==> src/design/rgbhsv_pkg.sv <==
// ---------------------------------------------------------------------------
// rgbhsv_pkg
// Shared types and constants of the RGB to HSV pixel converter.
// ---------------------------------------------------------------------------
`default_nettype none

package rgbhsv_pkg;

  localparam int unsigned CH_W  = 8;   // channel byte
  localparam int unsigned HUE_W = 15;  // hue in 1/64 degree
  localparam int unsigned SAT_W = 13;  // saturation in 1/4096
  localparam int unsigned QUO_W = 13;  // quotient bits produced by the divider
  localparam int unsigned REM_W = 20;  // partial remainder width

  localparam logic [HUE_W-1:0] HUE_FULL_TURN = 15'd23040;
  localparam logic [HUE_W-1:0] HUE_GREEN_OFS = 15'd7680;
  localparam logic [HUE_W-1:0] HUE_BLUE_OFS  = 15'd15360;

  // Largest channel, ties resolved red first then green.
  typedef enum logic [1:0] {
    SEC_RED,
    SEC_GREEN,
    SEC_BLUE
  } sector_t;

  // Payload carried through the divider steps.
  typedef struct packed {
    logic [CH_W-1:0]  value;   // max channel, also saturation divisor
    logic [CH_W-1:0]  delta;   // max - min, hue divisor
    logic [REM_W-1:0] rem_s;   // saturation partial remainder
    logic [REM_W-1:0] rem_h;   // hue partial remainder
    logic [QUO_W-1:0] q_s;     // saturation quotient
    logic [QUO_W-1:0] q_h;     // hue quotient magnitude
    sector_t          sector;
    logic             neg;     // hue channel difference is negative
    logic             gray;    // max equals min
  } div_t;

endpackage

`default_nettype wire

==> src/design/rgbhsv_div_step.sv <==
// ---------------------------------------------------------------------------
// rgbhsv_div_step
// One restoring-division step for both the saturation and the hue quotient.
// ---------------------------------------------------------------------------
`default_nettype none

module rgbhsv_div_step #(
  parameter int unsigned BIT = 0
) (
  input  wire                logic clk,
  input  wire                logic rst,
  input  wire                logic advance,
  input  wire                logic in_valid,
  input  wire rgbhsv_pkg::div_t  in_data,
  output logic               out_valid,
  output rgbhsv_pkg::div_t   out_data
);

  import rgbhsv_pkg::*;

  logic [REM_W-1:0] trial_s;
  logic [REM_W-1:0] trial_h;
  div_t             data_next;

  assign trial_s = REM_W'(in_data.value) << BIT;
  assign trial_h = REM_W'(in_data.delta) << BIT;

  always_comb begin
    data_next = in_data;
    // subtract the shifted divisor where it fits and set the quotient bit
    if (in_data.rem_s >= trial_s) begin
      data_next.rem_s  = in_data.rem_s - trial_s;
      data_next.q_s[BIT] = 1'b1;
    end
    if (in_data.rem_h >= trial_h) begin
      data_next.rem_h  = in_data.rem_h - trial_h;
      data_next.q_h[BIT] = 1'b1;
    end
  end

  always_ff @(posedge clk) begin
    if (rst) begin
      out_valid <= 1'b0;
    end else if (advance) begin
      out_valid <= in_valid;
    end
  end

  always_ff @(posedge clk) begin
    if (advance) begin
      out_data <= data_next;
    end
  end

endmodule

`default_nettype wire

==> src/design/rgb_to_hsv_pixel_converter_core.sv <==
// ---------------------------------------------------------------------------
// rgb_to_hsv_pixel_converter_core
// Converts 8-bit RGB pixels to hue, saturation and value in fixed point.
// ---------------------------------------------------------------------------
// Each accepted transaction carries one RGB pixel and yields exactly one HSV
// transaction. Value is the largest channel; saturation is (max-min)*4096/max
// truncated (0 for black); hue is in 1/64 degree, 0..23039, and 0 for grey.
// The block is a 16-stage pipeline: one stage finds max, min and the leading
// channel, one builds the dividends, thirteen stages each retire one
// quotient bit of the two divisions (saturation and hue run side by side),
// and the last stage forms the hue offset and holds the result. Throughput
// is one pixel per clock while the output is not stalled. Every stage holds
// its transaction when the stage after it is full and stalled, so empty
// stages keep filling and a stalled output does not stop input until the
// whole pipeline is full.
// ---------------------------------------------------------------------------
`default_nettype none

module rgb_to_hsv_pixel_converter_core (
  input  wire  logic                          clk,
  input  wire  logic                          rst,
  input  wire  logic                          in_valid,
  output logic                                in_stall,
  input  wire  logic [rgbhsv_pkg::CH_W-1:0]   red,
  input  wire  logic [rgbhsv_pkg::CH_W-1:0]   green,
  input  wire  logic [rgbhsv_pkg::CH_W-1:0]   blue,
  output logic                                out_valid,
  input  wire  logic                          out_stall,
  output logic [rgbhsv_pkg::HUE_W-1:0]        hue,
  output logic [rgbhsv_pkg::SAT_W-1:0]        saturation,
  output logic [rgbhsv_pkg::CH_W-1:0]         value
);

  import rgbhsv_pkg::*;

  // ---------------------------------------------------------------------
  // Advance chain: a stage may load when it is empty or the stage after it
  // loads in the same cycle.
  // ---------------------------------------------------------------------
  logic                 out_move;
  logic [QUO_W-1:0]     div_move;
  logic                 b_move;
  logic                 a_move;

  logic                 a_valid;
  logic                 b_valid;
  logic [QUO_W-1:0]     div_valid;

  assign out_move = !out_valid || !out_stall;
  assign b_move   = !b_valid || div_move[0];
  assign a_move   = !a_valid || b_move;
  assign in_stall = !a_move;

  // ---------------------------------------------------------------------
  // Stage A: register the pixel, find max, min and the leading channel.
  // ---------------------------------------------------------------------
  logic [CH_W-1:0] a_red;
  logic [CH_W-1:0] a_green;
  logic [CH_W-1:0] a_blue;
  logic [CH_W-1:0] a_hi;
  logic [CH_W-1:0] a_lo;
  sector_t         a_sector;

  logic [CH_W-1:0] hi_next;
  logic [CH_W-1:0] lo_next;
  sector_t         sector_next;

  always_comb begin
    // red wins ties, then green
    if (red >= green && red >= blue) begin
      sector_next = SEC_RED;
      hi_next     = red;
    end else if (green >= blue) begin
      sector_next = SEC_GREEN;
      hi_next     = green;
    end else begin
      sector_next = SEC_BLUE;
      hi_next     = blue;
    end
    lo_next = (red < green) ? red : green;
    if (blue < lo_next) begin
      lo_next = blue;
    end
  end

  always_ff @(posedge clk) begin
    if (rst) begin
      a_valid <= 1'b0;
    end else if (a_move) begin
      a_valid <= in_valid;
    end
  end

  always_ff @(posedge clk) begin
    if (a_move) begin
      a_red    <= red;
      a_green  <= green;
      a_blue   <= blue;
      a_hi     <= hi_next;
      a_lo     <= lo_next;
      a_sector <= sector_next;
    end
  end

  // ---------------------------------------------------------------------
  // Stage B: delta, signed channel difference and both dividends.
  // Hue dividend is |diff| * 3840, built as |diff|*4096 - |diff|*256.
  // ---------------------------------------------------------------------
  div_t           b_data;
  div_t           b_next;
  logic [CH_W:0]  diff;
  logic [CH_W-1:0] diff_abs;

  always_comb begin
    case (a_sector)
      SEC_RED:   diff = {1'b0, a_green} - {1'b0, a_blue};
      SEC_GREEN: diff = {1'b0, a_blue}  - {1'b0, a_red};
      SEC_BLUE:  diff = {1'b0, a_red}   - {1'b0, a_green};
      default:   diff = '0;
    endcase
    diff_abs = diff[CH_W] ? CH_W'(-diff) : diff[CH_W-1:0];

    b_next        = '0;
    b_next.value  = a_hi;
    b_next.delta  = a_hi - a_lo;
    b_next.rem_s  = {b_next.delta, 12'd0};
    b_next.rem_h  = {diff_abs, 12'd0} - {4'd0, diff_abs, 8'd0};
    b_next.sector = a_sector;
    b_next.neg    = diff[CH_W];
    b_next.gray   = (a_hi == a_lo);
  end

  always_ff @(posedge clk) begin
    if (rst) begin
      b_valid <= 1'b0;
    end else if (b_move) begin
      b_valid <= a_valid;
    end
  end

  always_ff @(posedge clk) begin
    if (b_move) begin
      b_data <= b_next;
    end
  end

  // ---------------------------------------------------------------------
  // Divider: one quotient bit per stage, most significant bit first.
  // ---------------------------------------------------------------------
  div_t div_data [QUO_W];

  for (genvar k = 0; k < QUO_W; k++) begin : g_div
    if (k == QUO_W - 1) begin : g_last
      assign div_move[k] = !div_valid[k] || out_move;
    end else begin : g_mid
      assign div_move[k] = !div_valid[k] || div_move[k+1];
    end

    if (k == 0) begin : g_first
      rgbhsv_div_step #(
        .BIT (QUO_W - 1 - k)
      ) u_step (
        .clk       (clk),
        .rst       (rst),
        .advance   (div_move[k]),
        .in_valid  (b_valid),
        .in_data   (b_data),
        .out_valid (div_valid[k]),
        .out_data  (div_data[k])
      );
    end else begin : g_next
      rgbhsv_div_step #(
        .BIT (QUO_W - 1 - k)
      ) u_step (
        .clk       (clk),
        .rst       (rst),
        .advance   (div_move[k]),
        .in_valid  (div_valid[k-1]),
        .in_data   (div_data[k-1]),
        .out_valid (div_valid[k]),
        .out_data  (div_data[k])
      );
    end
  end

  // ---------------------------------------------------------------------
  // Output stage: place the hue at its sector offset and hold the result.
  // Red truncates toward zero and wraps negatives by a full turn; green
  // and blue floor the quotient, so drop one more when a negative quotient
  // left a remainder.
  // ---------------------------------------------------------------------
  div_t             fin;
  logic [HUE_W-1:0] q_hue;
  logic [HUE_W-1:0] round_adj;
  logic [HUE_W-1:0] hue_next;
  logic [SAT_W-1:0] sat_next;

  assign fin       = div_data[QUO_W-1];
  assign q_hue     = HUE_W'(fin.q_h);
  assign round_adj = HUE_W'(fin.rem_h != '0);

  always_comb begin
    case (fin.sector)
      SEC_RED: begin
        if (fin.neg && q_hue != '0) begin
          hue_next = HUE_FULL_TURN - q_hue;
        end else begin
          hue_next = fin.neg ? '0 : q_hue;
        end
      end
      SEC_GREEN: begin
        hue_next = fin.neg ? HUE_GREEN_OFS - q_hue - round_adj
                           : HUE_GREEN_OFS + q_hue;
      end
      SEC_BLUE: begin
        hue_next = fin.neg ? HUE_BLUE_OFS - q_hue - round_adj
                           : HUE_BLUE_OFS + q_hue;
      end
      default: begin
        hue_next = '0;
      end
    endcase
    // grey and black pixels: divisors may be zero, force both to zero
    if (fin.gray) begin
      hue_next = '0;
    end
    sat_next = fin.gray ? '0 : SAT_W'(fin.q_s);
  end

  always_ff @(posedge clk) begin
    if (rst) begin
      out_valid <= 1'b0;
    end else if (out_move) begin
      out_valid <= div_valid[QUO_W-1];
    end
  end

  always_ff @(posedge clk) begin
    if (out_move) begin
      hue        <= hue_next;
      saturation <= sat_next;
      value      <= fin.value;
    end
  end

endmodule

`default_nettype wire

==> config.mk <==
export PLATFORM = sky130hd
export DESIGN_NAME = rgb_to_hsv_pixel_converter_core
export DESIGN_NICKNAME = d
export VERILOG_FILES = /design/src/design/rgbhsv_pkg.sv /design/src/design/rgbhsv_div_step.sv /design/src/design/rgb_to_hsv_pixel_converter_core.sv
export SDC_FILE = /design/constraint.sdc
export NUM_CORES = 2
export LEC_CHECK = 0
export ABC_AREA = 1
export BUFFER_PORTS_ARGS = -buffer_cell sky130_fd_sc_hd__buf_2
export CORE_UTILIZATION = 60
export CTS_BUF_LIST = sky130_fd_sc_hd__clkbuf_2 sky130_fd_sc_hd__clkbuf_4 sky130_fd_sc_hd__clkbuf_8
export CTS_CLUSTER_SIZE = 40
export DETAILED_ROUTE_END_ITERATION = 12
export GPL_TIMING_DRIVEN = 0
export PLACE_DENSITY = 0.76
export SETUP_SLACK_MARGIN = 0.15
export SYNTH_ARGS = -nofsm -noshare
export SYNTH_HDL_FRONTEND = slang
export SYNTH_SLANG_ARGS = --single-unit
export TNS_END_PERCENT = 10
==> constraint.sdc <==
create_clock -name clk -period 12.05 [get_ports clk]
set_input_delay 2.41 -clock clk [delete_from_list [all_inputs] [get_ports clk]]
set_output_delay 2.41 -clock clk [all_outputs]
set_load 0.01 [all_outputs]
==> metrics <==
total clock sinks=914; Final Hold Fails=0; PwrDens=275.6 nW/um^2; worst hold path depth=0; Max clock buf depth=3; die height=280.0 um; top post-synthesis cells by area=edfxtp_1 58%, ha_1 8.3%, nand2_1 5.8%; FF+latch count, synth=914; Net Sw Frac=36.06%; # rows=101; Comb power frac=39.1%; dominant synthesized flop cell=edfxtp_1; clock network fraction of design power=18.3%; pre-CTS setup slack=0.3217 ns; Initial Util=60.84%; Wirelength per Cell=13.87 um; Max Fclk=91.21 MHz; Leak Pwr=21.93 nW; crit path time final=10.96 ns; number of H-tree levels=4; RSZ-0062 raised after global routing=false; crit path DAT=8.55 ns; EDFF count, synth=898; CTS Hold Bufs=0; clk slew on worst S/H paths=0.06 ns; register area share after synthesis=58.86%; GR Overflow Total=0; Rel. slew slack=20.23%; vias in the first global route=29680; Worst-Margin Slew=1.195 ns; cts bufs inserted=145; Psw=5.065 mW; CP Capture Type=output pin; area grow syn2layout=9.959%; Final nets=4881; Ports=66; initial antenna violation count=2; placed cell count=5398; Filler cells=5598; Root Driver=clkbuf_8; hpwl dp=59280 um; setup slack after layout=1.086 ns; Synth cell types=59; startpoint types=input pin; first-pass GRT wire length=131800 um; Slew Viols, Final=0; Placed Area=48080 sq um; post-synth top area share=58.17%; Final Util=66.90%; DR vias=29520; Post-DRT Antenna Nets=0; Total Wirelength=78430 um; Int Power=8.982 mW; CTS tree=yes; IO Port Bufs=64; YS warnings=0; CP Max Fanout=80; syn_nets=4664; final std cells w/o fill=5654; max_cap viols=0; Multi-input gate area=16430 sq um; Yosys top cell by area=edfxtp_1; largest net degree at the start of global routing=81; GRT Overall Usage=20.69%; Reg power frac=42.6%; routability cong.=0.8998; Post-Route Setup TNS=0 ns; R2R depth=15; final setup vio count=0; clk_lat worst skew=0.77 ns; Req. time, crit path=9.64 ns; Initial DRC Count=1459; die area=78380 sq um; Mapped Area=46360 sq um; die width=280.0 um; clock skew=0.02539 ns; Vias/cell=5.221; Tcrit/Tclk final=90.98%; WS Path Type=input pin to output pin; largest vdd supply drop=161.2 uV; Core ar.=76200 sq um; FF/Latch Area=27290 sq um; DR pass1 iterations=6; share of flip-flops with an asynchronous set or reset=0%; post-route cell area=50980 sq um; Mean Syn Cell Area=10.78 sq um; worst min path class=register to register; instance count of the mapped netlist=4299; Residual DRC=0; status=completed; proportion of layout cells with a drive suffix above 1=7.960%
-- registers in the layout (all words and copies together) (netlist names), 12 cells and up --
register / count
saturation: 13
g_div.g_first.u_step.out_data: 42
g_div.g_next.u_step.out_valid: 12
hue: 15
g_div.g_next.u_step.out_data: 746
b_data: 32
-- metrics by stage --
| step | hold slack (ns) | total power, mW |
|---|---|---|
| finish | 0.4084 | 14.05 |
| global route | 0.4102 | 15.22 |
| CTS | 0.4076 | 14.11 |
| detailed placement | 0.4045 | 11.48 |
| global placement | 0.4003 | 11.22 |
| floorplan | 0.4003 | 10.20 |
-- worst paths after layout --
kind	startpoint	end	slack, ns
worst min-delay path	g_div[5].g_next.u_step.out_data[13]$_DFFE_PP_	g_div[6].g_next.u_step.out_data[13]$_DFFE_PP_	0.41
worst max register to register	g_div[12].g_next.u_step.out_valid$_SDFFE_PP0P_	a_blue[0]$_DFFE_PN_	5.31
worst min register to register	g_div[5].g_next.u_step.out_data[13]$_DFFE_PP_	g_div[6].g_next.u_step.out_data[13]$_DFFE_PP_	0.41
worst max-delay path	out_stall	in_stall	1.09
-- per-layer routing --
metal | global-route usage, % | up-vias | wire length, um | share of wire [%]
li1 | - | 15140 | - | -
met1 | 22.34 | 13580 | 31160 | 40
met2 | 38.71 | 583 | 41300 | 53
met3 | 3.511 | 216 | 2878 | 3.7
met4 | 10.47 | 2 | 3083 | 3.9
met5 | 0 | - | 12 | 0.015
-- Yosys cell counts (20+ instances only) --
| cell type | number |
|---|---|
| a31oi_1 | 20 |
| xor2_1 | 167 |
| nand4_1 | 36 |
| nor2_1 | 353 |
| nor3_1 | 44 |
| clkbuf_1 | 27 |
| o21ai_1 | 28 |
| nand2_1 | 714 |
| inv_1 | 655 |
| a21oi_1 | 256 |
| edfxtp_1 | 898 |
| o21ai_0 | 270 |
| fa_1 | 29 |
| ha_1 | 308 |
| nor4_1 | 26 |
| nand3_1 | 171 |
| xnor2_1 | 100 |
-- critical path: stages --
cell,delay [ns]
buf_2,0.16
nand3_4,0.39
nor2_4,0.38
nand2_8,0.38
nor2_4,0.26
nand2_4,0.49
nor2_4,0.34
nand2_4,0.47
nor2_4,0.32
nand2_4,0.41
nor2_4,0.30
nand2_4,0.39
nor2_4,0.26
nand2_4,0.36
nor2_4,0.24
nand2_2,0.53
inv_2,0.22
buf_2,0.15
-- power by group through the flow --
stage	clock (mW)	sequential [mW]	combinational, mW
finish	2.58	5.98	5.49
global route	2.78	6.13	6.31
CTS	2.65	5.98	5.48
detailed placement	0	6.04	5.44
global placement	0	5.99	5.23
floorplan	0	5.82	4.38
-- layout by cell type, fill, tap and decap left out, types with 26 or more instances in the layout --
master and instances:
edfxtp_1 898, nand2_1 713, inv_1 649, nor2_1 353, ha_1 308, o21ai_0 270, a21oi_1 256, nand3_1 171
xor2_1 167, clkbuf_8 150, xnor2_1 100, buf_2 70, clkbuf_4 49, nor3_1 44, nand4_1 36, clkinv_1 32
fa_1 29, o21ai_1 28, clkbuf_1 27, nor4_1 26
-- layout make-up --
| class | instances | area share (%) |
|---|---|---|
| inverters | 669 | 4.931 |
| clock buffers | 199 | 4.771 |
| repair buffers | 69 | 0.8247 |
| diodes | 1 | 0.004909 |
| flip-flops and latches | 914 | 53.53 |
| clock inverters | 55 | 0.8664 |
| multi-input cells | 2679 | 32.24 |
| plain buffers | 38 | 0.3093 |
| well taps | 1030 | 2.528 |
-- cell families (layout without fill, tap and decap cells) --
group,count (synthesis),in the layout,share of synthesized area [%]
simple gates,1409,1410,12.96
flops,914,914,58.86
buf+inv,707,1030,5.757
compound gates,664,664,7.794
fa+ha+maj,337,337,9.565
xor+xnor,267,267,5.044
mux,1,1,0.02429
other cells,0,1,0
-- repair_timing --
action / 4_1_cts / 5_1_grt
setup endpoints to repair: 0 / 1
gates resized for setup: 0 / 1
setup buffers: 0 / 0
(Power assumes the default switching activity.)
